## src/rtl/core/spvg_pkg.sv

```systemverilog
// star polygon vertex generator: shared types, constants and tables
// no dependencies; imported by every module of the block
package spvg_pkg;

    // field widths
    localparam int COORD_W    = 24;
    localparam int RADIUS_W   = 23;
    localparam int ANGLE_W    = 16;
    localparam int RAYS_W     = 6;
    localparam int VIDX_W     = 6;
    localparam int CFG_IDX_W  = 3;
    localparam int CFG_DATA_W = 23;

    // ray limits
    localparam int MIN_RAYS = 3;
    localparam int MAX_RAYS = 32;

    // register map
    localparam logic [CFG_IDX_W-1:0] CFG_RAY_COUNT    = 3'd0;
    localparam logic [CFG_IDX_W-1:0] CFG_OUTER_RADIUS = 3'd1;
    localparam logic [CFG_IDX_W-1:0] CFG_INNER_RADIUS = 3'd2;
    localparam logic [CFG_IDX_W-1:0] CFG_START_ANGLE  = 3'd3;

    // register reset values
    localparam logic [RAYS_W-1:0]   RST_RAY_COUNT    = 6'd5;
    localparam logic [RADIUS_W-1:0] RST_OUTER_RADIUS = 23'd2560;
    localparam logic [RADIUS_W-1:0] RST_INNER_RADIUS = 23'd1024;
    localparam logic [ANGLE_W-1:0]  RST_START_ANGLE  = 16'd0;

    // rotator
    localparam int CORDIC_STEPS_DEF = 16;
    localparam int ATAN_ENTRIES     = 24;
    localparam int ATAN_IDX_W       = 5;
    localparam int ATAN_W           = 26;
    localparam int ROT_W            = 32;
    localparam int GAIN_W           = 30;
    localparam logic [GAIN_W-1:0] INV_GAIN = 30'd652032874;
    localparam int PROD_W           = RADIUS_W + GAIN_W;
    localparam int PROD_SH          = 24;
    localparam int START_W          = PROD_W - PROD_SH;
    localparam int GUARD_SH         = 6;
    localparam int SUM_W            = ROT_W - GUARD_SH + 1;

    // vertex angle offset sequencing, 65536 / (2 * rays)
    localparam int OFFSET_W = 16;
    localparam int DIVR_W   = 7;
    localparam int REM_W    = 6;
    localparam int DIV_W    = 17;
    localparam logic [DIV_W-1:0] DIV_DIVIDEND = 17'h10000;

    // arctangent of 2^-k in units of 2^-28 turn
    function automatic logic [ATAN_W-1:0] atan_val(input logic [ATAN_IDX_W-1:0] k);
        logic [ATAN_W-1:0] v;
        case (k)
            5'd0:  v = 26'd33554432;
            5'd1:  v = 26'd19808338;
            5'd2:  v = 26'd10466182;
            5'd3:  v = 26'd5312797;
            5'd4:  v = 26'd2666708;
            5'd5:  v = 26'd1334654;
            5'd6:  v = 26'd667490;
            5'd7:  v = 26'd333765;
            5'd8:  v = 26'd166885;
            5'd9:  v = 26'd83443;
            5'd10: v = 26'd41721;
            5'd11: v = 26'd20861;
            5'd12: v = 26'd10430;
            5'd13: v = 26'd5215;
            5'd14: v = 26'd2608;
            5'd15: v = 26'd1304;
            5'd16: v = 26'd652;
            5'd17: v = 26'd326;
            5'd18: v = 26'd163;
            5'd19: v = 26'd81;
            5'd20: v = 26'd41;
            5'd21: v = 26'd20;
            5'd22: v = 26'd10;
            5'd23: v = 26'd5;
            default: v = '0;
        endcase
        return v;
    endfunction

    // payloads
    typedef struct packed {
        logic signed [COORD_W-1:0] centre_x;
        logic signed [COORD_W-1:0] centre_y;
    } t_in_item;

    typedef struct packed {
        logic signed [COORD_W-1:0] vertex_x;
        logic signed [COORD_W-1:0] vertex_y;
        logic [VIDX_W-1:0]         vertex_index;
        logic                      last_vertex;
    } t_out_item;

    // controller states
    typedef enum logic [2:0] {
        S_IDLE,
        S_DIV,
        S_PREP,
        S_START,
        S_ROT,
        S_EMIT
    } t_state;

    // controller to datapath
    typedef struct packed {
        logic load;
        logic prep;
        logic rot_start;
        logic emit;
    } t_cmd;

    // datapath to controller
    typedef struct packed {
        logic div_done;
        logic rot_done;
        logic out_free;
        logic last;
    } t_status;

endpackage

```

## src/rtl/core/spvg_div.sv

```systemverilog
// serial restoring divider: 65536 / divisor, one quotient bit per cycle
// depends on spvg_pkg
module spvg_div
    import spvg_pkg::*;
(
    input  logic              i_clk,
    input  logic              i_rst_n,
    input  logic              i_start,
    input  logic [DIVR_W-1:0] i_divisor,
    output logic              o_done,
    output logic [OFFSET_W-1:0] o_quot,
    output logic [REM_W-1:0]  o_rem
);

    localparam int DCNT_W = $clog2(DIV_W);

    logic              r_busy;
    logic              r_done;
    logic [DCNT_W-1:0] r_cnt;
    logic [DIV_W-1:0]  r_num;
    logic [DIVR_W-1:0] r_rem;
    logic [DIVR_W-1:0] r_den;
    logic [DIVR_W-1:0] w_shift;
    logic              w_ge;

    // trial subtract of the shifted partial remainder
    assign w_shift = {r_rem[DIVR_W-2:0], r_num[DIV_W-1]};
    assign w_ge    = (w_shift >= r_den);

    // control
    always_ff @(posedge i_clk) begin
        if (!i_rst_n) begin
            r_busy <= 1'b0;
            r_done <= 1'b0;
            r_cnt  <= '0;
        end else begin
            r_done <= 1'b0;
            if (i_start) begin
                r_busy <= 1'b1;
                r_cnt  <= DCNT_W'(DIV_W - 1);
            end else if (r_busy) begin
                r_cnt <= r_cnt - DCNT_W'(1);
                if (r_cnt == '0) begin
                    r_busy <= 1'b0;
                    r_done <= 1'b1;
                end
            end
        end
    end

    // quotient shifts in where the dividend shifts out
    always_ff @(posedge i_clk) begin
        if (i_start) begin
            r_num <= DIV_DIVIDEND;
            r_rem <= '0;
            r_den <= i_divisor;
        end else if (r_busy) begin
            r_num <= {r_num[DIV_W-2:0], w_ge};
            r_rem <= w_ge ? (w_shift - r_den) : w_shift;
        end
    end

    assign o_done = r_done;
    assign o_quot = r_num[OFFSET_W-1:0];
    assign o_rem  = r_rem[REM_W-1:0];

endmodule

```

## src/rtl/core/spvg_cordic.sv

```systemverilog
// iterative cordic rotator, one micro-rotation per cycle
// depends on spvg_pkg
module spvg_cordic
    import spvg_pkg::*;
#(
    parameter int CORDIC_STEPS = CORDIC_STEPS_DEF
) (
    input  logic                    i_clk,
    input  logic                    i_rst_n,
    input  logic                    i_start,
    input  logic [START_W-1:0]      i_mag,
    input  logic [ANGLE_W-1:0]      i_angle,
    output logic                    o_done,
    output logic signed [ROT_W-1:0] o_x,
    output logic signed [ROT_W-1:0] o_y
);

    localparam int KW = $clog2(CORDIC_STEPS);
    localparam logic signed [ANGLE_W-1:0] ANG_QUARTER = 16'sd16384;
    localparam logic signed [ROT_W-1:0]   PH_HALF     = 32'sd134217728;

    logic                    r_busy;
    logic                    r_done;
    logic [KW-1:0]           r_k;
    logic signed [ROT_W-1:0] r_x;
    logic signed [ROT_W-1:0] r_y;
    logic signed [ROT_W-1:0] r_z;

    logic signed [ANGLE_W-1:0] w_sa;
    logic signed [ROT_W-1:0]   w_z0;
    logic signed [ROT_W-1:0]   w_x0;
    logic signed [ROT_W-1:0]   w_mag;
    logic signed [ROT_W-1:0]   w_dx;
    logic signed [ROT_W-1:0]   w_dy;
    logic signed [ROT_W-1:0]   w_atan;

    // fold the start angle into the right half plane
    assign w_sa  = signed'(i_angle);
    assign w_mag = signed'({{(ROT_W-START_W){1'b0}}, i_mag});

    always_comb begin
        w_z0 = signed'({{(ROT_W-ANGLE_W-12){i_angle[ANGLE_W-1]}}, i_angle, 12'b0});
        w_x0 = w_mag;
        if (w_sa > ANG_QUARTER) begin
            w_z0 = w_z0 - PH_HALF;
            w_x0 = -w_mag;
        end else if (w_sa < -ANG_QUARTER) begin
            w_z0 = w_z0 + PH_HALF;
            w_x0 = -w_mag;
        end
    end

    // micro-rotation terms
    assign w_dx   = r_y >>> r_k;
    assign w_dy   = r_x >>> r_k;
    assign w_atan = signed'({{(ROT_W-ATAN_W){1'b0}}, atan_val(ATAN_IDX_W'(r_k))});

    // control
    always_ff @(posedge i_clk) begin
        if (!i_rst_n) begin
            r_busy <= 1'b0;
            r_done <= 1'b0;
            r_k    <= '0;
        end else begin
            r_done <= 1'b0;
            if (i_start) begin
                r_busy <= 1'b1;
                r_k    <= '0;
            end else if (r_busy) begin
                r_k <= r_k + KW'(1);
                if (r_k == KW'(CORDIC_STEPS - 1)) begin
                    r_busy <= 1'b0;
                    r_done <= 1'b1;
                end
            end
        end
    end

    // rotator registers, zero residual counts as positive
    always_ff @(posedge i_clk) begin
        if (i_start) begin
            r_x <= w_x0;
            r_y <= '0;
            r_z <= w_z0;
        end else if (r_busy) begin
            if (!r_z[ROT_W-1]) begin
                r_x <= r_x - w_dx;
                r_y <= r_y + w_dy;
                r_z <= r_z - w_atan;
            end else begin
                r_x <= r_x + w_dx;
                r_y <= r_y - w_dy;
                r_z <= r_z + w_atan;
            end
        end
    end

    assign o_done = r_done;
    assign o_x    = r_x;
    assign o_y    = r_y;

endmodule

```

## src/rtl/core/spvg_dp.sv

```systemverilog
// datapath: config registers, angle sequencing, start vector, rotator, output register
// depends on spvg_pkg, spvg_div, spvg_cordic
module spvg_dp
    import spvg_pkg::*;
#(
    parameter int CORDIC_STEPS = CORDIC_STEPS_DEF
) (
    input  logic                  i_clk,
    input  logic                  i_rst_n,
    input  logic                  i_cfg_valid,
    input  logic [CFG_IDX_W-1:0]  i_cfg_index,
    input  logic [CFG_DATA_W-1:0] i_cfg_data,
    input  t_in_item              i_in_item,
    input  t_cmd                  i_cmd,
    output t_status               o_status,
    output logic                  o_out_valid,
    input  logic                  i_out_ready,
    output t_out_item             o_out_item
);

    // config registers
    logic [RAYS_W-1:0]   r_rays;
    logic [RADIUS_W-1:0] r_outer;
    logic [RADIUS_W-1:0] r_inner;
    logic [ANGLE_W-1:0]  r_start;

    // per-item and per-vertex registers
    logic signed [COORD_W-1:0] r_cx;
    logic signed [COORD_W-1:0] r_cy;
    logic [VIDX_W-1:0]   r_count;
    logic [OFFSET_W-1:0] r_off;
    logic [REM_W-1:0]    r_rem;
    logic [ANGLE_W-1:0]  r_angle;
    logic [PROD_W-1:0]   r_prod;
    logic                r_out_valid;
    t_out_item           r_out;

    logic [RAYS_W-1:0]   w_rays_wr;
    logic [RADIUS_W-1:0] w_rad_wr;
    logic [DIVR_W-1:0]   w_divisor;
    logic                w_div_done;
    logic [OFFSET_W-1:0] w_inc_q;
    logic [REM_W-1:0]    w_inc_r;
    logic [DIVR_W-1:0]   w_rem_sum;
    logic                w_wrap;
    logic [RADIUS_W-1:0] w_radius;
    logic [PROD_W-1:0]   w_prod;
    logic [PROD_W-1:0]   w_round;
    logic                w_rot_done;
    logic signed [ROT_W-1:0]   w_rx;
    logic signed [ROT_W-1:0]   w_ry;
    logic signed [COORD_W-1:0] w_vx;
    logic signed [COORD_W-1:0] w_vy;

    // rotator output rounded off the guard bits, plus centre, saturated
    function automatic logic signed [COORD_W-1:0] place(
        input logic signed [ROT_W-1:0]   v,
        input logic signed [COORD_W-1:0] c
    );
        logic signed [ROT_W-1:0] rnd;
        logic signed [SUM_W-1:0] sum;
        logic signed [SUM_W-1:0] vmax;
        logic signed [SUM_W-1:0] vmin;
        rnd  = v + ROT_W'(32'sd32);
        sum  = SUM_W'(rnd >>> GUARD_SH) + SUM_W'(c);
        vmax = SUM_W'({1'b0, {(COORD_W-1){1'b1}}});
        vmin = -vmax - SUM_W'(1);
        if (sum > vmax) begin
            return {1'b0, {(COORD_W-1){1'b1}}};
        end else if (sum < vmin) begin
            return {1'b1, {(COORD_W-1){1'b0}}};
        end
        return sum[COORD_W-1:0];
    endfunction

    // clamped write values
    always_comb begin
        w_rays_wr = i_cfg_data[RAYS_W-1:0];
        if (w_rays_wr < RAYS_W'(MIN_RAYS)) begin
            w_rays_wr = RAYS_W'(MIN_RAYS);
        end else if (w_rays_wr > RAYS_W'(MAX_RAYS)) begin
            w_rays_wr = RAYS_W'(MAX_RAYS);
        end
        w_rad_wr = i_cfg_data[RADIUS_W-1:0];
        if (w_rad_wr == '0) begin
            w_rad_wr = RADIUS_W'(1);
        end
    end

    // config register writes
    always_ff @(posedge i_clk) begin
        if (!i_rst_n) begin
            r_rays  <= RST_RAY_COUNT;
            r_outer <= RST_OUTER_RADIUS;
            r_inner <= RST_INNER_RADIUS;
            r_start <= RST_START_ANGLE;
        end else if (i_cfg_valid) begin
            case (i_cfg_index)
                CFG_RAY_COUNT:    r_rays  <= w_rays_wr;
                CFG_OUTER_RADIUS: r_outer <= w_rad_wr;
                CFG_INNER_RADIUS: r_inner <= w_rad_wr;
                CFG_START_ANGLE:  r_start <= i_cfg_data[ANGLE_W-1:0];
                default: ;
            endcase
        end
    end

    // angle step per vertex, quotient and remainder of 65536 / (2 * rays)
    assign w_divisor = {r_rays, 1'b0};

    spvg_div u_div (
        .i_clk     (i_clk),
        .i_rst_n   (i_rst_n),
        .i_start   (i_cmd.load),
        .i_divisor (w_divisor),
        .o_done    (w_div_done),
        .o_quot    (w_inc_q),
        .o_rem     (w_inc_r)
    );

    // rounded offset advances by quotient, carrying the remainder
    assign w_rem_sum = {1'b0, r_rem} + {1'b0, w_inc_r};
    assign w_wrap    = (w_rem_sum >= w_divisor);

    always_ff @(posedge i_clk) begin
        if (i_cmd.load) begin
            r_cx    <= i_in_item.centre_x;
            r_cy    <= i_in_item.centre_y;
            r_count <= '0;
            r_off   <= '0;
            r_rem   <= r_rays;
        end else if (i_cmd.emit) begin
            r_count <= r_count + VIDX_W'(1);
            r_off   <= r_off + w_inc_q + OFFSET_W'(w_wrap);
            r_rem   <= w_wrap ? REM_W'(w_rem_sum - w_divisor) : REM_W'(w_rem_sum);
        end
    end

    // vertex angle and scaled start vector
    assign w_radius = r_count[0] ? r_inner : r_outer;
    assign w_prod   = w_radius * INV_GAIN;
    assign w_round  = r_prod + (PROD_W'(1) << (PROD_SH - 1));

    always_ff @(posedge i_clk) begin
        if (i_cmd.prep) begin
            r_angle <= r_start + r_off;
            r_prod  <= w_prod;
        end
    end

    spvg_cordic #(
        .CORDIC_STEPS (CORDIC_STEPS)
    ) u_cordic (
        .i_clk   (i_clk),
        .i_rst_n (i_rst_n),
        .i_start (i_cmd.rot_start),
        .i_mag   (w_round[PROD_W-1:PROD_SH]),
        .i_angle (r_angle),
        .o_done  (w_rot_done),
        .o_x     (w_rx),
        .o_y     (w_ry)
    );

    assign w_vx = place(w_rx, r_cx);
    assign w_vy = place(w_ry, r_cy);

    // output register
    always_ff @(posedge i_clk) begin
        if (!i_rst_n) begin
            r_out_valid <= 1'b0;
        end else if (i_cmd.emit) begin
            r_out_valid <= 1'b1;
        end else if (i_out_ready) begin
            r_out_valid <= 1'b0;
        end
    end

    always_ff @(posedge i_clk) begin
        if (i_cmd.emit) begin
            r_out.vertex_x     <= w_vx;
            r_out.vertex_y     <= w_vy;
            r_out.vertex_index <= r_count;
            r_out.last_vertex  <= o_status.last;
        end
    end

    // status
    assign o_status.div_done = w_div_done;
    assign o_status.rot_done = w_rot_done;
    assign o_status.out_free = !r_out_valid || i_out_ready;
    assign o_status.last     = ({1'b0, r_count} == (w_divisor - DIVR_W'(1)));

    assign o_out_valid = r_out_valid;
    assign o_out_item  = r_out;

endmodule

```

## src/rtl/core/spvg_ctrl.sv

```systemverilog
// controller: sequences the divide per item, then start vector, rotation and emit per vertex
// depends on spvg_pkg
module spvg_ctrl
    import spvg_pkg::*;
(
    input  logic    i_clk,
    input  logic    i_rst_n,
    input  logic    i_in_valid,
    output logic    o_in_ready,
    input  t_status i_status,
    output t_cmd    o_cmd
);

    t_state r_state;
    t_state n_state;

    // state register
    always_ff @(posedge i_clk) begin
        if (!i_rst_n) begin
            r_state <= S_IDLE;
        end else begin
            r_state <= n_state;
        end
    end

    // next state and commands
    always_comb begin
        n_state    = r_state;
        o_cmd      = '0;
        o_in_ready = 1'b0;
        case (r_state)
            S_IDLE: begin
                o_in_ready = 1'b1;
                if (i_in_valid) begin
                    o_cmd.load = 1'b1;
                    n_state    = S_DIV;
                end
            end
            S_DIV: begin
                if (i_status.div_done) begin
                    n_state = S_PREP;
                end
            end
            S_PREP: begin
                o_cmd.prep = 1'b1;
                n_state    = S_START;
            end
            S_START: begin
                o_cmd.rot_start = 1'b1;
                n_state         = S_ROT;
            end
            S_ROT: begin
                if (i_status.rot_done) begin
                    n_state = S_EMIT;
                end
            end
            S_EMIT: begin
                if (i_status.out_free) begin
                    o_cmd.emit = 1'b1;
                    n_state    = i_status.last ? S_IDLE : S_PREP;
                end
            end
            default: begin
                n_state = S_IDLE;
            end
        endcase
    end

endmodule

```

## src/rtl/core/star_polygon_vertex_generator.sv

```systemverilog
// star polygon vertex generator, top level: controller plus datapath
// depends on spvg_pkg, spvg_ctrl, spvg_dp
//
//   channel | direction | handshake               | payload
//   --------+-----------+-------------------------+---------------------------
//   in      | input     | i_in_valid / o_in_ready | t_in_item (star centre)
//   out     | output    | o_out_valid/i_out_ready | t_out_item (one vertex)
//   cfg     | input     | i_cfg_valid/o_cfg_ready | i_cfg_index, i_cfg_data
//
// one item gives 2*rays vertices; the 65536/(2*rays) step comes first
// (17 quotient bits of the serial divider, then its done cycle), then each
// vertex passes prep, rotator start, the iterative rotation and emit.
// one item at a time; the next centre is taken once the last vertex sits in
// the output register. a stalled output holds the sequence in its emit step.
// reset is synchronous and restores the register defaults; no clearing pass.
module star_polygon_vertex_generator
    import spvg_pkg::*;
#(
    parameter int CORDIC_STEPS = CORDIC_STEPS_DEF
) (
    input  logic                  i_clk,
    input  logic                  i_rst_n,
    input  logic                  i_in_valid,
    output logic                  o_in_ready,
    input  t_in_item              i_in_item,
    output logic                  o_out_valid,
    input  logic                  i_out_ready,
    output t_out_item             o_out_item,
    input  logic                  i_cfg_valid,
    output logic                  o_cfg_ready,
    input  logic [CFG_IDX_W-1:0]  i_cfg_index,
    input  logic [CFG_DATA_W-1:0] i_cfg_data
);

    t_cmd    w_cmd;
    t_status w_status;

    // config writes are always taken
    assign o_cfg_ready = 1'b1;

    spvg_ctrl u_ctrl (
        .i_clk      (i_clk),
        .i_rst_n    (i_rst_n),
        .i_in_valid (i_in_valid),
        .o_in_ready (o_in_ready),
        .i_status   (w_status),
        .o_cmd      (w_cmd)
    );

    spvg_dp #(
        .CORDIC_STEPS (CORDIC_STEPS)
    ) u_dp (
        .i_clk       (i_clk),
        .i_rst_n     (i_rst_n),
        .i_cfg_valid (i_cfg_valid),
        .i_cfg_index (i_cfg_index),
        .i_cfg_data  (i_cfg_data),
        .i_in_item   (i_in_item),
        .i_cmd       (w_cmd),
        .o_status    (w_status),
        .o_out_valid (o_out_valid),
        .i_out_ready (i_out_ready),
        .o_out_item  (o_out_item)
    );

    // a vertex is only loaded when the output slot is free
    a_emit_free: assert property (@(posedge i_clk) disable iff (!i_rst_n)
        w_cmd.emit |-> w_status.out_free)
        else $error("vertex loaded over an untaken vertex");

    // an accepted centre blocks the input until its star is done
    a_busy_after_load: assert property (@(posedge i_clk) disable iff (!i_rst_n)
        (i_in_valid && o_in_ready) |=> !o_in_ready)
        else $error("input ready right after accepting a centre");

    // the last vertex carries the flag and frees the input
    a_last_frees: assert property (@(posedge i_clk) disable iff (!i_rst_n)
        (w_cmd.emit && w_status.last) |=> (o_in_ready && o_out_valid
            && o_out_item.last_vertex))
        else $error("last vertex did not end the star");

    // a vertex is never emitted right after a centre is loaded
    a_first_index: assert property (@(posedge i_clk) disable iff (!i_rst_n)
        (w_cmd.emit && $past(w_cmd.load, 1)) |-> 1'b0)
        else $error("vertex emitted without a rotation");

endmodule
```

## config.mk

```make
export PLATFORM = sky130hd
export DESIGN_NAME = star_polygon_vertex_generator
export DESIGN_NICKNAME = d
export VERILOG_FILES = /design/src/rtl/core/spvg_pkg.sv /design/src/rtl/core/spvg_div.sv /design/src/rtl/core/spvg_cordic.sv /design/src/rtl/core/spvg_dp.sv /design/src/rtl/core/spvg_ctrl.sv /design/src/rtl/core/star_polygon_vertex_generator.sv
export SDC_FILE = /design/constraint.sdc
export NUM_CORES = 2
export LEC_CHECK = 0
export BUFFER_PORTS_ARGS = -buffer_cell sky130_fd_sc_hd__buf_2
export CORE_UTILIZATION = 65
export DETAILED_ROUTE_END_ITERATION = 10
export PLACE_DENSITY = 0.95
export REMOVE_ABC_BUFFERS = 1
export SLEW_MARGIN = 20
export SYNTH_ARGS = -nofsm -noshare
export SYNTH_HDL_FRONTEND = slang
export SYNTH_SLANG_ARGS = --single-unit
```

## constraint.sdc

```tcl
create_clock -name i_clk -period 10.9 [get_ports i_clk]
set_input_delay 2.18 -clock i_clk [delete_from_list [all_inputs] [get_ports i_clk]]
set_output_delay 2.18 -clock i_clk [all_outputs]
set_load 0.02 [all_outputs]
```

==> metrics <==
Die W 259 µm; Initial Utilization 66.1%; clk_lat worst skew 0.63 ns; Port Buf Inserts 135; headroom to the max-slew limit 30.9%; Warnings, synthesis 0; min cycle time layout 9.13 ns; footprint of the multi-input gates 0.0297 mm²; Max Buffers Root-to-Sink 3; RSZ-0062 raised after global routing no; # hold bufs at CTS 0; Arr. time, crit path 9.49 ns; Cells after Synth 4637; GRT overflow 0; remaining antenna violation count 0; unique cell type count in the Yosys netlist 88; flops & latches, synth 413; Primary FF master, synth edfxtp_1; most common cell after layout, fill and taps aside inv_1; HPWL after DPL 89900 µm; placed inst area 0.0440 mm²; period utilization 83.7%; Area growth, synth to finish 6.66%; commonest non-fill, non-tap cells in the layout inv_1 (486), ha_1 (440), nand2_1 (396), a21oi_1 (354), nor2_1 (321); antenna violations before repair 1; final setup fails 0; Mean Syn Cell Area 9.22 µm²; Data required, critical path 11.27 ns; Via Count 35358; crit path capture type flop; post-route non-filler standard cell count 5560; # resized after CTS 0; fin. max-slew vios 0; CTS H-tree lvls 2; DIE AREA 0.0668 mm²; Worst Skew 0.0319 ns; clock sinks 413; nets@finish 5473; final WL 118000 µm; fraction of layout cells with a size suffix above 1 8.03%; FILL cells 4511; DR WL/cell 21.2 µm; Pwr Total 9590 µW; async set-or-reset flop fraction in the synthesized netlist 0%; largest net degree at the start of global routing 86; drc violations 0; gp weighted congestion 1.00; I/O pin cnt 137; CP max FO 17; vias in the first global route 35396; Cell Area, Synth 0.0428 mm²; vias per inst 6.36; Slew @ Worst Pin 1.04 ns; num rows 93; Iteration-0 DRC Markers 3302; EDFF count, synth 225; register area 0.0105 mm²; post-CTS setup buffers 0; final hold violation count 0; Peak supply drop 0.000155 V; Seq/Total Area, Yosys 24.6%; Lkg Pwr 0.0208 µW; Initial DRT Pass Iterations 6; Startpoint Class flop; Crit Path Class flop to flop; Core Region 0.0647 mm²; CTS buffer count 45; highest clock rate 0.110 GHz; CTS tree built; Placed Cells 5476; Worst Hold Class flop to flop; Antenna Cells 0; Die Span Y 259 µm; Power Density 210 mW/mm²; clk slew on worst S/H paths 0.07 ns; first-pass GRT wire length 185000 µm; max cap viols 0; Tot GR Track Use 34.8%; Non-Filler Cell Area, Final 0.0456 mm²; setup TNS 0 ns; clock root buffer clkbuf_16; status finished clean
==> cell usage after synthesis, types with 12 or more instances <==
cell | number | share of area [%]
inv_1 | 486 | 4.3
ha_1 | 440 | 13
nand2_1 | 396 | 3.5
a21oi_1 | 354 | 4.1
nor2_1 | 323 | 2.8
fa_1 | 286 | 13
xnor2_1 | 234 | 4.8
edfxtp_1 | 225 | 16
dfxtp_1 | 188 | 8.8
o21ai_0 | 186 | 2.2
xor2_1 | 157 | 3.2
clkbuf_1 | 129 | 1.1
a21o_1 | 128 | 2.2
mux2i_1 | 122 | 2.9
nand3_1 | 106 | 1.2
nor3_1 | 75 | 0.88
and3_1 | 57 | 0.83
a31oi_1 | 47 | 0.69
mux2_2 | 46 | 1.2
nand2b_1 | 46 | 0.67
mux4_2 | 45 | 2.4
nor2b_1 | 42 | 0.61
o21a_1 | 38 | 0.67
nand4_1 | 35 | 0.51
o21bai_1 | 32 | 0.56
and2_1 | 31 | 0.45
a211oi_1 | 28 | 0.49
buf_1 | 24 | 0.21
nor4_1 | 22 | 0.32
o31ai_1 | 21 | 0.37
o211ai_1 | 19 | 0.33
or2_2 | 18 | 0.26
or3_1 | 17 | 0.25
a22o_1 | 15 | 0.31
nor3b_1 | 12 | 0.21
==> report_power, final <==
group,switching (µW),internal [µW]
combinational,3230,2360
clock,699,954
sequential,313,2020
==> kinds of logic after synthesis <==
group | count (synthesis) | share of synthesized area [%]
simple gates | 1216 | 13.3
compound gates | 999 | 14.6
fa+ha+maj | 726 | 26.3
buf+inv | 666 | 6.01
flops | 413 | 24.6
xor+xnor | 391 | 8.01
mux | 225 | 7.14
other cells | 1 | 0.00877
==> layout make-up <==
cell class                 instances  area share [%]
clock inverter                    27           0.699
tap                              855            2.35
sequential                       413            23.1
timing repair buffer             159            1.88
inverter                         491            4.04
multi-input combinational       3558            65.2
clock buffer                      57            2.77
==> flip-flops by register name, indices dropped and copies added, names as in the netlist, 6 cells and up <==
signal	flops
u_dp.r_cy	24
u_dp.u_div.r_num	17
u_dp.r_cx	24
u_dp.u_cordic.o_y	32
u_dp.u_cordic.o_x	32
u_dp.r_off	16
u_dp.r_outer	23
u_dp.u_div.r_den	6
u_dp.r_start	16
u_dp.u_cordic.r_z	32
u_dp.r_inner	23
u_dp.r_count	6
u_dp.r_rem	6
u_dp.r_angle	16
u_dp.r_prod	30
u_dp.u_cordic.w_atan	26
u_dp.r_rays	6
u_dp.o_out_item	55
u_dp.u_div.r_rem	6
==> metal layers <==
layer  vias up  global-route usage [%]  wire, µm
met5         -                       0         0
met3       452                    4.84      8520
met1     16881                    41.4     44600
li1      16267                       -         -
met4         0                    20.7      7710
met2      1758                    60.1     56900
==> path summary, 6_finish.rpt <==
path	start	endpoint	slack (ns)	depth (start not counted)
max reg2reg	u_dp.r_count[0]$_SDFFE_PP0P_	u_dp.r_prod[47]$_DFFE_PP_	1.77	26
min reg2reg	u_dp.r_inner[13]$_SDFFE_PN0P_	u_dp.r_inner[13]$_SDFFE_PN0P_	0.45	2
max	u_dp.r_count[0]$_SDFFE_PP0P_	u_dp.r_prod[47]$_DFFE_PP_	1.77	26
min	u_dp.r_inner[13]$_SDFFE_PN0P_	u_dp.r_inner[13]$_SDFFE_PN0P_	0.45	2
==> worst max-delay path, cell delays in order (launching register included) <==
cell and delay, ns:
dfxtp_1 0.74, buf_4 0.40, mux2i_1 0.51, inv_1 0.21
ha_1 0.46, inv_1 0.12, fa_1 0.53, fa_1 0.54
inv_1 0.07, fa_1 0.51, fa_1 0.53, fa_1 0.54
inv_1 0.06, fa_1 0.56, inv_1 0.05, ha_1 0.35
a21oi_1 0.16, o21ai_0 0.13, nor4b_1 0.41, a311oi_1 0.26
a31oi_1 0.36, o21ai_0 0.27, o21a_1 0.24, a21oi_1 0.27
o21ai_0 0.22, a21o_1 0.23, xor2_1 0.14
==> stage by stage <==
stage / hold WS [ns] / util (%) / setup WS, ns
after detailed placement: 0.444 / 68.0 / 1.77
after global routing: 0.470 / 70.5 / 1.18
after CTS: 0.453 / 70.5 / 1.74
after global placement: 0.438 / 68.0 / 2.05
final: 0.451 / 70.5 / 1.77
after floorplan: 0.431 / - / 2.74
Power figures use the tool's default switching activity.
